## config.mk

```make
export PLATFORM = sky130hd
export DESIGN_NAME = kv_block_prefix_encoder_core
export DESIGN_NICKNAME = d
export VERILOG_FILES = /design/src/rtl/kvbpe_pkg.sv /design/src/rtl/kv_block_prefix_encoder_core.sv /design/src/rtl/kvbpe_ctrl.sv /design/src/rtl/kvbpe_dp.sv
export SDC_FILE = /design/constraint.sdc
export NUM_CORES = 2
export LEC_CHECK = 0
export ABC_AREA = 1
export BUFFER_PORTS_ARGS = -buffer_cell sky130_fd_sc_hd__buf_2
export CAP_MARGIN = 0
export CORE_UTILIZATION = 25
export DETAILED_ROUTE_END_ITERATION = 7
export PLACE_DENSITY = 0.4
export SYNTH_ARGS = -nofsm -noshare
export SYNTH_HDL_FRONTEND = slang
export SYNTH_SLANG_ARGS = --single-unit
export TNS_END_PERCENT = 10
```

## constraint.sdc

```tcl
create_clock -name clk -period 5.45 [get_ports clk]
set_input_delay 0.545 -clock clk [delete_from_list [all_inputs] [get_ports clk]]
set_output_delay 0.545 -clock clk [all_outputs]
set_load 0.05 [all_outputs]
```

## src/rtl/kvbpe_pkg.sv

```systemverilog
`timescale 1ns / 1ps
// ---------------------------------------------------------------------------
// kvbpe_pkg
// Shared types, constants and the CRC32C byte step for the prefix-compressed
// key-value block encoder.
// ---------------------------------------------------------------------------
package kvbpe_pkg;

	localparam int MAX_KEY_BYTES_DEF = 64;
	localparam int MAX_ENTRIES_DEF   = 64;

	localparam logic [31:0] CRC_POLY      = 32'h82F63B78;
	localparam logic [31:0] CRC_INIT      = 32'hFFFF_FFFF;
	localparam logic [31:0] TRAILER_MAGIC = 32'd4;

	localparam logic [1:0] ERR_NONE  = 2'd0;
	localparam logic [1:0] ERR_TRUNC = 2'd1;
	localparam logic [1:0] ERR_DROP  = 2'd2;

	typedef enum logic [1:0] {
		CMD_KEY = 2'd0,
		CMD_END = 2'd1,
		CMD_VAL = 2'd2,
		CMD_FIN = 2'd3
	} cmd_t;

	typedef enum logic [3:0] {
		ST_IDLE,
		ST_KSTART,
		ST_KRD,
		ST_KCHK,
		ST_KHDR,
		ST_WPUT,
		ST_SRD,
		ST_SPUT,
		ST_KDONE,
		ST_FRD,
		ST_FLD,
		ST_FCNT,
		ST_FCRC,
		ST_FFOUR,
		ST_FCLR
	} state_t;

	typedef struct packed {
		logic take;
		logic first_sel;
		logic cmp_inc;
		logic hdr_load;
		logic suf_put;
		logic off_load;
		logic cnt_load;
		logic crc_load;
		logic four_load;
		logic word_put;
		logic key_done;
		logic clear;
	} dp_ctl_t;

	typedef struct packed {
		logic first;
		logic cmp_more;
		logic suf_left;
		logic word_last;
		logic ent_left;
		logic can_push;
	} dp_sts_t;

	function automatic logic [31:0] crc32c_byte(input logic [31:0] crc, input logic [7:0] b);
		logic [31:0] c;
		c = crc ^ {24'd0, b};
		for (int k = 0; k < 8; k++) begin
			c = (c >> 1) ^ (CRC_POLY & {32{c[0]}});
		end
		return c;
	endfunction

endpackage

```

## src/rtl/kv_block_prefix_encoder_core.sv

```systemverilog
`timescale 1ns / 1ps
// ---------------------------------------------------------------------------
// kv_block_prefix_encoder_core
// Prefix-compressed key-value block builder with CRC32C trailer.
// ---------------------------------------------------------------------------
// Key and value bytes are taken as they are accepted. End of key is
// followed by a setup step. For any key but the block's first, it then runs
// a byte-serial compare against the first key: a registered key buffer read
// and a check per shared byte, and a final check to end the compare.
// The 4-byte header takes a load step and four byte steps. Each suffix byte
// takes a read step and a put step, and a done step closes the entry. Finish
// walks the recorded offsets (table read, load, then one byte per cycle
// through the packer while the output is not stalled), then puts out the
// count, CRC and trailer words (a load and four bytes each) and clears.
// Output is packed up to eight bytes per transaction; downstream stalls
// hold the byte packer.
module kv_block_prefix_encoder_core import kvbpe_pkg::*; #(
	parameter int MAX_KEY_BYTES = MAX_KEY_BYTES_DEF,
	parameter int MAX_ENTRIES   = MAX_ENTRIES_DEF
) (
	input  logic        clk,
	input  logic        arst_n,
	input  logic        in_valid,
	output logic        in_ready,
	input  logic [1:0]  cmd,
	input  logic [7:0]  data,
	output logic        out_valid,
	input  logic        out_ready,
	output logic [63:0] chunk_data,
	output logic [3:0]  chunk_bytes,
	output logic        last,
	output logic [1:0]  error
);

	dp_ctl_t ctl;
	dp_sts_t sts;

	kvbpe_ctrl u_ctrl (
		.clk      (clk),
		.arst_n   (arst_n),
		.in_valid (in_valid),
		.in_ready (in_ready),
		.cmd      (cmd),
		.sts      (sts),
		.ctl      (ctl)
	);

	kvbpe_dp #(
		.MAX_KEY_BYTES (MAX_KEY_BYTES),
		.MAX_ENTRIES   (MAX_ENTRIES)
	) u_dp (
		.clk         (clk),
		.arst_n      (arst_n),
		.cmd         (cmd),
		.data        (data),
		.ctl         (ctl),
		.sts         (sts),
		.out_valid   (out_valid),
		.out_ready   (out_ready),
		.chunk_data  (chunk_data),
		.chunk_bytes (chunk_bytes),
		.last        (last),
		.error       (error)
	);

endmodule

```

## src/rtl/kvbpe_ctrl.sv

```systemverilog
`timescale 1ns / 1ps
// ---------------------------------------------------------------------------
// kvbpe_ctrl
// Sequencer: accepts commands, walks prefix compare, header and suffix
// emission, and the finish trailer.
// ---------------------------------------------------------------------------
module kvbpe_ctrl import kvbpe_pkg::*; (
	input  logic    clk,
	input  logic    arst_n,
	input  logic    in_valid,
	output logic    in_ready,
	input  logic [1:0] cmd,
	input  dp_sts_t sts,
	output dp_ctl_t ctl
);

	state_t state_q, state_d;
	state_t ret_q, ret_d;

	always_ff @(posedge clk or negedge arst_n) begin
		if (!arst_n) begin
			state_q <= ST_IDLE;
			ret_q   <= ST_IDLE;
		end else begin
			state_q <= state_d;
			ret_q   <= ret_d;
		end
	end

	assign in_ready = (state_q == ST_IDLE) && sts.can_push;

	always_comb begin
		state_d = state_q;
		ret_d   = ret_q;
		case (state_q)
			ST_IDLE: begin
				if (in_valid && in_ready) begin
					case (cmd_t'(cmd))
						CMD_END: state_d = ST_KSTART;
						CMD_FIN: state_d = ST_FRD;
						default: state_d = ST_IDLE;
					endcase
				end
			end
			ST_KSTART: state_d = sts.first ? ST_KHDR : ST_KRD;
			ST_KRD:    state_d = ST_KCHK;
			ST_KCHK:   state_d = sts.cmp_more ? ST_KRD : ST_KHDR;
			ST_KHDR: begin
				state_d = ST_WPUT;
				ret_d   = ST_SRD;
			end
			ST_WPUT: begin
				if (sts.can_push && sts.word_last) state_d = ret_q;
			end
			ST_SRD:  state_d = sts.suf_left ? ST_SPUT : ST_KDONE;
			ST_SPUT: begin
				if (sts.can_push) state_d = ST_SRD;
			end
			ST_KDONE: state_d = ST_IDLE;
			ST_FRD:   state_d = sts.ent_left ? ST_FLD : ST_FCNT;
			ST_FLD: begin
				state_d = ST_WPUT;
				ret_d   = ST_FRD;
			end
			ST_FCNT: begin
				state_d = ST_WPUT;
				ret_d   = ST_FCRC;
			end
			ST_FCRC: begin
				state_d = ST_WPUT;
				ret_d   = ST_FFOUR;
			end
			ST_FFOUR: begin
				state_d = ST_WPUT;
				ret_d   = ST_FCLR;
			end
			ST_FCLR: state_d = ST_IDLE;
			default: state_d = ST_IDLE;
		endcase
	end

	always_comb begin
		ctl = '0;
		case (state_q)
			ST_IDLE:   ctl.take      = in_valid && in_ready;
			ST_KSTART: ctl.first_sel = sts.first;
			ST_KCHK:   ctl.cmp_inc   = sts.cmp_more;
			ST_KHDR:   ctl.hdr_load  = 1'b1;
			ST_WPUT:   ctl.word_put  = sts.can_push;
			ST_SPUT:   ctl.suf_put   = sts.can_push;
			ST_KDONE:  ctl.key_done  = 1'b1;
			ST_FLD:    ctl.off_load  = 1'b1;
			ST_FCNT:   ctl.cnt_load  = 1'b1;
			ST_FCRC:   ctl.crc_load  = 1'b1;
			ST_FFOUR:  ctl.four_load = 1'b1;
			ST_FCLR:   ctl.clear     = 1'b1;
			default:   ctl = '0;
		endcase
	end

	assert property (@(posedge clk) disable iff (!arst_n)
		(state_q == ST_WPUT && sts.can_push && sts.word_last) |=> (state_q == ret_q ||
		state_q == ST_SRD || state_q == ST_FRD || state_q == ST_FCRC ||
		state_q == ST_FFOUR || state_q == ST_FCLR))
		else $error("word emission returned to an unexpected state");

	assert property (@(posedge clk) disable iff (!arst_n)
		$onehot0({ctl.take, ctl.suf_put, ctl.word_put}))
		else $error("more than one byte source active");

	assert property (@(posedge clk) disable iff (!arst_n)
		(state_q == ST_FCLR) |=> (state_q == ST_IDLE))
		else $error("finish did not return to idle");

endmodule

```

## src/rtl/kvbpe_dp.sv

```systemverilog
`timescale 1ns / 1ps
// ---------------------------------------------------------------------------
// kvbpe_dp
// Datapath: key buffers, offset table, CRC and length, byte packer and the
// output register.
// ---------------------------------------------------------------------------
module kvbpe_dp import kvbpe_pkg::*; #(
	parameter int MAX_KEY_BYTES = MAX_KEY_BYTES_DEF,
	parameter int MAX_ENTRIES   = MAX_ENTRIES_DEF
) (
	input  logic        clk,
	input  logic        arst_n,
	input  logic [1:0]  cmd,
	input  logic [7:0]  data,
	input  dp_ctl_t     ctl,
	output dp_sts_t     sts,
	output logic        out_valid,
	input  logic        out_ready,
	output logic [63:0] chunk_data,
	output logic [3:0]  chunk_bytes,
	output logic        last,
	output logic [1:0]  error
);

	localparam int KAW = (MAX_KEY_BYTES > 1) ? $clog2(MAX_KEY_BYTES) : 1;
	localparam int KLW = $clog2(MAX_KEY_BYTES + 1);
	localparam int EAW = (MAX_ENTRIES > 1) ? $clog2(MAX_ENTRIES) : 1;
	localparam int ELW = $clog2(MAX_ENTRIES + 1);

	logic [7:0]  buf0 [MAX_KEY_BYTES];
	logic [7:0]  buf1 [MAX_KEY_BYTES];
	logic [31:0] offs [MAX_ENTRIES];

	logic [7:0]     rd0_q, rd1_q;
	logic [31:0]    ord_q;
	logic           sel_q;
	logic [KLW-1:0] plen_q, blen_q, kidx_q;
	logic           trunc_q;
	logic [ELW-1:0] cnt_q, eidx_q;
	logic [31:0]    clen_q, crc_q;
	logic           first_q;
	logic [1:0]     err_q;
	logic [31:0]    word_q;
	logic [1:0]     bsel_q;
	logic           wcnt_q, wfin_q;
	logic [63:0]    acc_q;
	logic [3:0]     fill_q;
	logic           ovalid_q;
	logic [63:0]    odata_q;
	logic [3:0]     obytes_q;
	logic           olast_q;
	logic [1:0]     oerr_q;

	logic           key_wr, end_take, val_take, fin_take, key_room, drop;
	logic [7:0]     bdat, pdat;
	logic [KLW-1:0] lim;
	logic           put_en, put_cnt, put_fin, push, can_push;
	logic [7:0]     put_b;
	logic [1:0]     put_err;
	logic [63:0]    acc_n;
	logic [3:0]     fill_n;
	logic [31:0]    crc_n;

	assign key_room = plen_q < KLW'(MAX_KEY_BYTES);
	assign key_wr   = ctl.take && cmd_t'(cmd) == CMD_KEY;
	assign end_take = ctl.take && cmd_t'(cmd) == CMD_END;
	assign val_take = ctl.take && cmd_t'(cmd) == CMD_VAL;
	assign fin_take = ctl.take && cmd_t'(cmd) == CMD_FIN;
	assign drop     = cnt_q == ELW'(MAX_ENTRIES);

	always_ff @(posedge clk) begin
		if (key_wr && key_room && sel_q) buf0[plen_q[KAW-1:0]] <= data;
		rd0_q <= buf0[kidx_q[KAW-1:0]];
	end

	always_ff @(posedge clk) begin
		if (key_wr && key_room && !sel_q) buf1[plen_q[KAW-1:0]] <= data;
		rd1_q <= buf1[kidx_q[KAW-1:0]];
	end

	always_ff @(posedge clk) begin
		if (end_take && !drop) offs[cnt_q[EAW-1:0]] <= clen_q;
		ord_q <= offs[eidx_q[EAW-1:0]];
	end

	assign bdat = sel_q ? rd1_q : rd0_q;
	assign pdat = sel_q ? rd0_q : rd1_q;
	assign lim  = (blen_q < plen_q) ? blen_q : plen_q;

	assign can_push = !ovalid_q || out_ready;

	assign sts.first     = first_q;
	assign sts.cmp_more  = (kidx_q < lim) && (bdat == pdat);
	assign sts.suf_left  = kidx_q < plen_q;
	assign sts.word_last = bsel_q == 2'd3;
	assign sts.ent_left  = eidx_q < cnt_q;
	assign sts.can_push  = can_push;

	always_comb begin
		put_en  = 1'b0;
		put_b   = 8'd0;
		put_cnt = 1'b0;
		put_fin = 1'b0;
		put_err = ERR_NONE;
		if (val_take) begin
			put_en  = 1'b1;
			put_b   = data;
			put_cnt = 1'b1;
			put_fin = 1'b1;
		end else if (ctl.suf_put) begin
			put_en  = 1'b1;
			put_b   = pdat;
			put_cnt = 1'b1;
			put_fin = (kidx_q + KLW'(1)) == plen_q;
			put_err = err_q;
		end else if (ctl.word_put) begin
			put_en  = 1'b1;
			put_b   = word_q[{bsel_q, 3'b000} +: 8];
			put_cnt = wcnt_q;
			put_fin = wfin_q && (bsel_q == 2'd3);
			put_err = err_q;
		end
	end

	assign crc_n  = crc32c_byte(crc_q, put_b);
	assign acc_n  = acc_q | (64'(put_b) << {fill_q[2:0], 3'b000});
	assign fill_n = fill_q + 4'd1;
	assign push   = put_en && (fill_n == 4'd8 || put_fin);

	always_ff @(posedge clk or negedge arst_n) begin
		if (!arst_n) begin
			sel_q   <= 1'b0;
			plen_q  <= '0;
			blen_q  <= '0;
			kidx_q  <= '0;
			trunc_q <= 1'b0;
			cnt_q   <= '0;
			eidx_q  <= '0;
			clen_q  <= '0;
			crc_q   <= CRC_INIT;
			first_q <= 1'b0;
			err_q   <= ERR_NONE;
			word_q  <= '0;
			bsel_q  <= '0;
			wcnt_q  <= 1'b0;
			wfin_q  <= 1'b0;
			acc_q   <= '0;
			fill_q  <= '0;
			ovalid_q <= 1'b0;
		end else begin
			if (key_wr) begin
				if (key_room) plen_q <= plen_q + KLW'(1);
				else trunc_q <= 1'b1;
			end
			if (end_take) begin
				first_q <= cnt_q == '0;
				err_q   <= drop ? ERR_DROP : (trunc_q ? ERR_TRUNC : ERR_NONE);
				kidx_q  <= '0;
				if (!drop) cnt_q <= cnt_q + ELW'(1);
			end
			if (fin_take) begin
				eidx_q <= '0;
				err_q  <= ERR_NONE;
			end
			if (ctl.first_sel) begin
				sel_q  <= !sel_q;
				blen_q <= plen_q;
				kidx_q <= plen_q;
			end
			if (ctl.cmp_inc || ctl.suf_put) kidx_q <= kidx_q + KLW'(1);
			if (ctl.hdr_load) begin
				word_q <= {16'(plen_q - kidx_q), 16'(kidx_q)};
				wcnt_q <= 1'b1;
				wfin_q <= kidx_q == plen_q;
				bsel_q <= '0;
			end
			if (ctl.off_load) begin
				word_q <= ord_q;
				wcnt_q <= 1'b1;
				wfin_q <= 1'b0;
				bsel_q <= '0;
				eidx_q <= eidx_q + ELW'(1);
			end
			if (ctl.cnt_load) begin
				word_q <= 32'(cnt_q);
				wcnt_q <= 1'b1;
				wfin_q <= 1'b0;
				bsel_q <= '0;
			end
			if (ctl.crc_load) begin
				word_q <= ~crc_q;
				wcnt_q <= 1'b0;
				wfin_q <= 1'b0;
				bsel_q <= '0;
			end
			if (ctl.four_load) begin
				word_q <= TRAILER_MAGIC;
				wcnt_q <= 1'b0;
				wfin_q <= 1'b1;
				bsel_q <= '0;
			end
			if (ctl.word_put) bsel_q <= bsel_q + 2'd1;
			if (ctl.key_done) begin
				plen_q  <= '0;
				trunc_q <= 1'b0;
			end
			if (put_en && put_cnt) begin
				crc_q  <= crc_n;
				clen_q <= clen_q + 32'd1;
			end
			if (put_en) begin
				if (push) begin
					acc_q  <= '0;
					fill_q <= '0;
				end else begin
					acc_q  <= acc_n;
					fill_q <= fill_n;
				end
			end
			if (ctl.clear) begin
				plen_q  <= '0;
				blen_q  <= '0;
				cnt_q   <= '0;
				clen_q  <= '0;
				crc_q   <= CRC_INIT;
				trunc_q <= 1'b0;
			end
			if (push) ovalid_q <= 1'b1;
			else if (out_ready) ovalid_q <= 1'b0;
		end
	end

	always_ff @(posedge clk) begin
		if (push) begin
			odata_q  <= acc_n;
			obytes_q <= fill_n;
			olast_q  <= put_fin;
			oerr_q   <= put_err;
		end
	end

	assign out_valid   = ovalid_q;
	assign chunk_data  = odata_q;
	assign chunk_bytes = obytes_q;
	assign last        = olast_q;
	assign error       = oerr_q;

	assert property (@(posedge clk) disable iff (!arst_n) push |-> can_push)
		else $error("result pushed over an untaken result");

	assert property (@(posedge clk) disable iff (!arst_n) fill_q < 4'd8)
		else $error("packer fill overflow");

	assert property (@(posedge clk) disable iff (!arst_n) ctl.suf_put |-> kidx_q < plen_q)
		else $error("suffix read past pending key");

	assert property (@(posedge clk) disable iff (!arst_n) cnt_q <= ELW'(MAX_ENTRIES))
		else $error("entry count beyond table");

endmodule

```

# After elaboration in Yosys (flattened, before gate mapping)
# Memory sizes are Yosys's and may differ from the RTL's. A register that Yosys moved wholly into a read port is not among the register bits.
# Cells that the tools add are included.
[op_classes] shift=2 muxes=96 n_lt_le_gt_ge=5 n_bitwise=11 n_addsub=8 n_reduce_logical=41 eq_ne=28
[ops] cell="$mux 32" count=9
[ops] cell="$xor 31x32->32" count=8
[ops] cell="$mux 7" count=15
[ops] cell="$mux 64" count=1
[ops] cell="$or 64x64->64" count=1
[ops] cell="$shl 8x6->64" count=1
[ops] cell="$mux 1" count=45
[ops] cell="$mux 8" count=5
[ops] cell="$pmux 4 s9" count=1
[ops] cell="$add 32x1->32 const B" count=1
[ops] cell="$eq 4x4->1 const B" count=8
[ops] cell="$not 32->32" count=1
[ops] cell="$shiftx 32x6->8" count=1
[ops] cell="$xor 32x8->32" count=1
[ops] cell="$add 7x1->7 const B" count=4
[ops] cell="$lt 7x7->1" count=4
[ops] cell="$mux 2" count=11
[ops] cell="$mux 4" count=5
[ops] cell="$pmux 4 s5" count=1
[ops] cell="$eq 4x3->1 const B" count=4
[ops] cell="$logic_and 1x1->1" count=15
[ops] cell="$eq 7x7->1" count=2
[ops] cell="$reduce_bool 2->1" count=6
[ops] cell="$reduce_bool 5->1" count=2
[ops] cell="other kinds (25)" count=39
[word_totals] word_cells=218 mem_bits_rw=3072 n_memories=3 reg_bits=288 output_inout_bits=73
[memory_table] name="u_dp.offs" words=64 word_bits=32 rd=1 rd_clocked_by_memory_dff=1 wr=1 line="kvbpe_dp.sv:32" rtl="logic [31:0] offs [MAX_ENTRIES];"
[memory_table] name="u_dp.buf0" words=64 word_bits=8 rd=1 rd_clocked_by_memory_dff=1 wr=1 line="kvbpe_dp.sv:30" rtl="logic [7:0] buf0 [MAX_KEY_BYTES];"
[memory_table] name="u_dp.buf1" words=64 word_bits=8 rd=1 rd_clocked_by_memory_dff=1 wr=1 line="kvbpe_dp.sv:31" rtl="logic [7:0] buf1 [MAX_KEY_BYTES];"

# Depth between registers and ports, before layout
[logic_depth] depth_word=18 ltp_mapped=23 mapped_depth_nobuf=21

# Cells and area by module
# Synthesis repeated with hierarchy kept, for this count alone.
[unflattened] hier_cells=10562 hier_area_um2=135712.7
[by_module_without_submodules] module="kvbpe_dp" area_each_um2=135049.5 cells_per_inst=10454 instances=1
[by_module_without_submodules] module="kvbpe_ctrl" area_each_um2=663.1 cells_per_inst=108 instances=1

# Worst setup path after synthesis
# OpenSTA, ideal clock, no wires.
[synth_timing] kind="register to register" from="register u_dp.ovalid_q, in the netlist u_dp.out_valid" to="memory u_dp.offs[47][0] (enable)" stages_incl_launch_ff=10 setup_slack_ns=-0.073 arrival_ns=5.022 required_ns=4.948 period_less_slack_ns=5.523 setup_time_ns=0.502 n_path_buf=0 cell_sequence="dfrtp_1 -> inv_1 -> nor2_2 -> nor2_4 -> nand2_1 -> nor2_1 -> nand2_1 -> nor2_1 -> nand2_1 -> nor4_1"
[synth_between] elab_chain_len=9
[synth_rtl] item="from (decl)" line="kvbpe_dp.sv:48" rtl="logic ovalid_q;"
[synth_rtl] item="from (signal assigned)" line="kvbpe_dp.sv:149" rtl="ovalid_q <= 1'b0;"
[synth_rtl] item="from (signal assigned)" line="kvbpe_dp.sv:228" rtl="if (push) ovalid_q <= 1'b1;"
[synth_rtl] item="from (signal assigned)" line="kvbpe_dp.sv:229" rtl="else if (out_ready) ovalid_q <= 1'b0;"
[synth_rtl] item="$logic_not 1->1" line="kvbpe_dp.sv:90" rtl="assign can_push = !ovalid_q || out_ready;"
[synth_rtl] item="$logic_or 1x1->1" line="kvbpe_dp.sv:90"
[synth_rtl] item="$logic_and 1x1->1" line="kvbpe_ctrl.sv:30" rtl="assign in_ready = (state_q == ST_IDLE) && sts.can_push;"
[synth_rtl] item="via in_ready" line="kv_block_prefix_encoder_core.sv:24" rtl="output logic in_ready,"
[synth_rtl] item="$logic_and 1x1->1" line="kvbpe_ctrl.sv:85" rtl="ST_IDLE: ctl.take = in_valid && in_ready;"
[synth_rtl] item="$mux 1" line="kvbpe_ctrl.sv:84" rtl="case (state_q)"
[synth_rtl] item="$logic_and 1x1->1" line="kvbpe_dp.sv:66" rtl="assign end_take = ctl.take && cmd_t'(cmd) == CMD_END;"
[synth_rtl] item="$logic_and 1x1->1" line="kvbpe_dp.sv:82" rtl="if (end_take && !drop) offs[cnt_q[EAW-1:0]] <= clen_q;"
[synth_rtl] item="$mux 1" line="kvbpe_dp.sv:82"
[synth_rtl] item="$mux 1 (implied by the code)" line="kvbpe_dp.sv:82"
[synth_rtl] item="to (decl)" line="kvbpe_dp.sv:32"
# The timed path passes the listed nets, and every way through them passes these cells.

# Worst setup path in the final report
[layout_timing] from="register u_dp.plen_q[1]" to="register u_dp.kidx_q[3]"
[layout_between] elab_chain_len=7 word_cells_on_any_way=8 cone_classes="2 x order compare; 3 x mux; 3 x reduce/logical"
[layout_rtl] item="from (decl)" line="kvbpe_dp.sv:37" rtl="logic [KLW-1:0] plen_q, blen_q, kidx_q;"
[layout_rtl] item="from (signal assigned)" line="kvbpe_dp.sv:152" rtl="if (key_room) plen_q <= plen_q + KLW'(1);"
[layout_rtl] item="$lt 7x7->1" line="kvbpe_dp.sv:88" rtl="assign lim = (blen_q < plen_q) ? blen_q : plen_q;"
[layout_rtl] item="$mux 7 *" line="kvbpe_dp.sv:88"
[layout_rtl] item="$lt 7x7->1 *" line="kvbpe_dp.sv:93" rtl="assign sts.cmp_more = (kidx_q < lim) && (bdat == pdat);"
[layout_rtl] item="$logic_and 1x1->1 *" line="kvbpe_dp.sv:93"
[layout_rtl] item="$mux 1 *" line="kvbpe_ctrl.sv:84"
[layout_rtl] item="$logic_or 1x1->1 *" line="kvbpe_dp.sv:170" rtl="if (ctl.cmp_inc || ctl.suf_put) kidx_q <= kidx_q + KLW'(1);"
[layout_rtl] item="$reduce_bool 3->1 (no source line) / $mux 7 (equally long branches)"
[layout_rtl] item="to (signal assigned)" line="kvbpe_dp.sv:168" rtl="kidx_q <= plen_q;"
[layout_rtl] item="to (signal assigned)" line="kvbpe_dp.sv:170"
[layout_rtl] item="to (decl)" line="kvbpe_dp.sv:37"
# Mark *: on every way between the ends. The rest lies on a longest branch, timed or not.
# A chain may end at the register's enable or synchronous reset.

==> impl_metrics.json <==
{
  "status": "complete, no violations",
  "viasPerCell": 4.87,
  "synth_area_um2": 136000,
  "cts.htree.levels": 5,
  "nets": 10868,
  "irDropWorstVdd_uv": 354,
  "regArea_um2": 101000,
  "grt_pass1_vias": 87752,
  "cts_tree": "yes",
  "synth_fa_ha_area_frac": 0.00326,
  "clock_path_buffers": 4,
  "coreArea_um2": 542000,
  "synth_top_area_share": 0.692,
  "drt_first_pass_iters": 6,
  "slew_viol_final": 0,
  "stdcell_count": 18348,
  "rsz0062_at_grt": "no",
  "synth_seq_cells": 3408,
  "antenna_found_initial": 28,
  "cts_buffers": 377,
  "drc": 0,
  "maxCapViolCount": 0,
  "overflow": 0,
  "cp-end-kind": "flip-flop",
  "multiInputGateArea_um2": 32200,
  "gp_congestion": 0.845,
  "pin_count": 87,
  "slew_headroom": 0.0242,
  "drive_gt1_frac": 0.100,
  "worst_hold_path_type": "primary input to flip-flop",
  "critPathLaunchType": "flip-flop",
  "synth_commonest_cells": "edfxtp_1 (3143), nor2_1 (2069), o21ai_0 (1803), clkbuf_1 (676), nand2_1 (635)",
  "area_growth_pct": 16.2,
  "syn-instance-count": 10821,
  "path_clk_slew_ps": 60,
  "yosysWarnings": 0,
  "portBuffers": 86,
  "ys_async_sr_fraction": 0.0637,
  "worst_pin_slew_ps": 1460,
  "finalHoldViolations": 0,
  "postCtsSetupRepairBufs": 0,
  "cts_resized": 0,
  "cts_root_buf": "clkbuf_16",
  "synth_top_family_by_area": "compound AO/OA/AOI/OAI gates",
  "path_class": "flip-flop to flip-flop",
  "synth_cell_types": 57,
  "p_leak_nw": 51.8,
  "finalCritPeriodShare": 0.789,
  "synth-xor-area-share": 0.00482,
  "clkLatencyLatePin_ps": 1000,
  "synth.area.top_cells": "edfxtp_1 (69%), o21ai_0 (6.6%), nor2_1 (5.7%), dfrtp_1 (3.4%), o22ai_1 (2.9%)",
  "die_h_um": 741,
  "place_inst": 17643,
  "power_density_nw_per_um2": 530,
  "worstPathArrival_ps": 5140,
  "track_usage": 0.165,
  "post-route-util": 0.292,
  "cp_max_fo": 14,
  "clock-sinks": 3408,
  "fin_setup_tns_ps": 0,
  "fill_cells": 54781,
  "synth-edff-count": 3143,
  "initial_core_util": 0.252,
  "grt_max_degree": 180,
  "placementRows": 270,
  "ant_nets": 0,
  "synthSimpleGateAreaFrac": 0.0942,
  "synth.most_common_cell": "edfxtp_1",
  "place_hpwl_um": 280000,
  "crit_required_ps": 6290,
  "syn_nets": 10870,
  "drt_first_iter_violations": 9153,
  "die_x_um": 741,
  "fmax_ghz": 0.232,
  "post-route-min-period_ps": 4300,
  "yosys_most_used_dff": "edfxtp_1",
  "grt_pass1_wl_um": 666000,
  "syn_area_per_cell_um2": 12.6,
  "ys_seq_area_frac": 0.739,
  "synth_top_area_cell": "edfxtp_1",
  "vias": 89354,
  "finClkSkew_ps": 116,
  "synth_compound_area_frac": 0.130,
  "die_area_um2": 549000,
  "setup_viol": 0,
  "synth_mux_area_frac": 0,
  "drt-total-wl_um": 470000,
  "wl_per_cell_um": 25.6
}
## registers in the layout, summed over array words and instances, names as in the netlist, 8 cells and up
register / cells
u_dp.word_q: 32
u_dp.clen_q: 32
u_dp.offs: 2048
u_dp.chunk_data: 64
u_dp.rd1_q: 8
u_dp.buf1: 512
u_dp.ord_q: 32
u_dp.buf0: 512
u_dp.crc_q: 32
u_dp.rd0_q: 8
u_dp.acc_q: 64
## final timing paths
kind | start | endpoint | slack, ps | depth (start not counted)
max in group asynchronous | arst_n | u_dp.clen_q[9] | 4200 | 3
max reg2reg | u_dp.plen_q[1] | u_dp.kidx_q[3] | 1150 | 19
min reg2reg | u_dp.crc_q[18] | u_dp.crc_q[18] | 470 | 2
min in group asynchronous | arst_n | u_dp.acc_q[20] | 110 | 2
max | u_dp.plen_q[1] | u_dp.kidx_q[3] | 1150 | 19
min | data[1] | u_dp.buf0[55][1] | 70 | 1
## critical path: stages (launching register included)
cell and delay (ps):
dfrtp_1 590, inv_1 280, ha_1 340, o211ai_1 90, nand2_1 110, nand4_1 90
nand2_1 260, nand2_1 150, o21ai_0 110, ha_1 330, a21oi_1 190, nand3_1 100
nor3_1 240, o21ai_0 140, nor3_1 240, nand3_1 280, nand2_1 320, nor2_1 160
nand2_1 90, nand2_1 70
## what timing repair did
item	4_1_cts	5_1_grt
hold endpoints to repair	113	0
endpoints found under the setup margin	0	0
hold buffers	5	0
## logic make-up (layout without fill, tap and decap cells)
group	after synthesis	count (layout)
simple gates	3176	3176
xor+xnor	71	71
other cells	0	11
buf+inv	1040	1348
fa+ha+maj	35	35
flops	3408	3408
compound gates	3091	3091
## cell type report
cell class	instances	area share
flip-flops and latches	3408	0.636
multi-input cells	6373	0.203
clock buffers	471	0.0627
well taps	7208	0.0569
repair buffers	349	0.0191
clock inverters	218	0.0140
inverters	310	0.00762
diodes	11	0.000174
## layout by cell type (no fill, tap or decap), drive strengths merged, types with 7 or more instances in the layout
master    count
xnor2        16
a31oi        67
ha           34
a221oi        7
clkinv      167
dfrtp       185
or2           8
clkinvlp     11
a32o         38
nor3         46
bufinv       39
xor2         54
o32ai        20
o22ai       623
nand4        19
o211ai       70
clkbuf      471
nand3       320
a211oi        9
buf         344
dfxtp        48
dfstp        32
o221ai      213
diode        11
nor4         15
o21ai      1813
edfxtp     3143
nor2       2087
nand2       677
a21oi       207
o31ai        11
inv         311
## report_power, final
group	leakage (nW)	internal [W]	switching, W
Clock	5.91	0.0148	0.0108
Sequential	32.0	0.0304	0.00124
Combinational	13.9	0.00665	0.0202
Total	51.8	0.0518	0.0322
## per-stage QoR
stage	area (um2)	hold WS [ps]	total power (W)	setup slack, ps
after floorplan	136000	249	0.0465	1270
after global placement	146000	461	0.0591	913
after detailed placement	146000	465	0.0591	1200
after CTS	158000	0.859	0.0848	1150
after global routing	158000	41.3	0.0877	677
final	159000	66.1	0.0840	1150
## metal layers
metal,global-route usage,wire length (um)
met1,0.226,208000
met4,0.0469,13800
met5,0,41
met3,0.0222,25100
met2,0.272,222000
No activity file was read; power rests on OpenSTA's default activity.
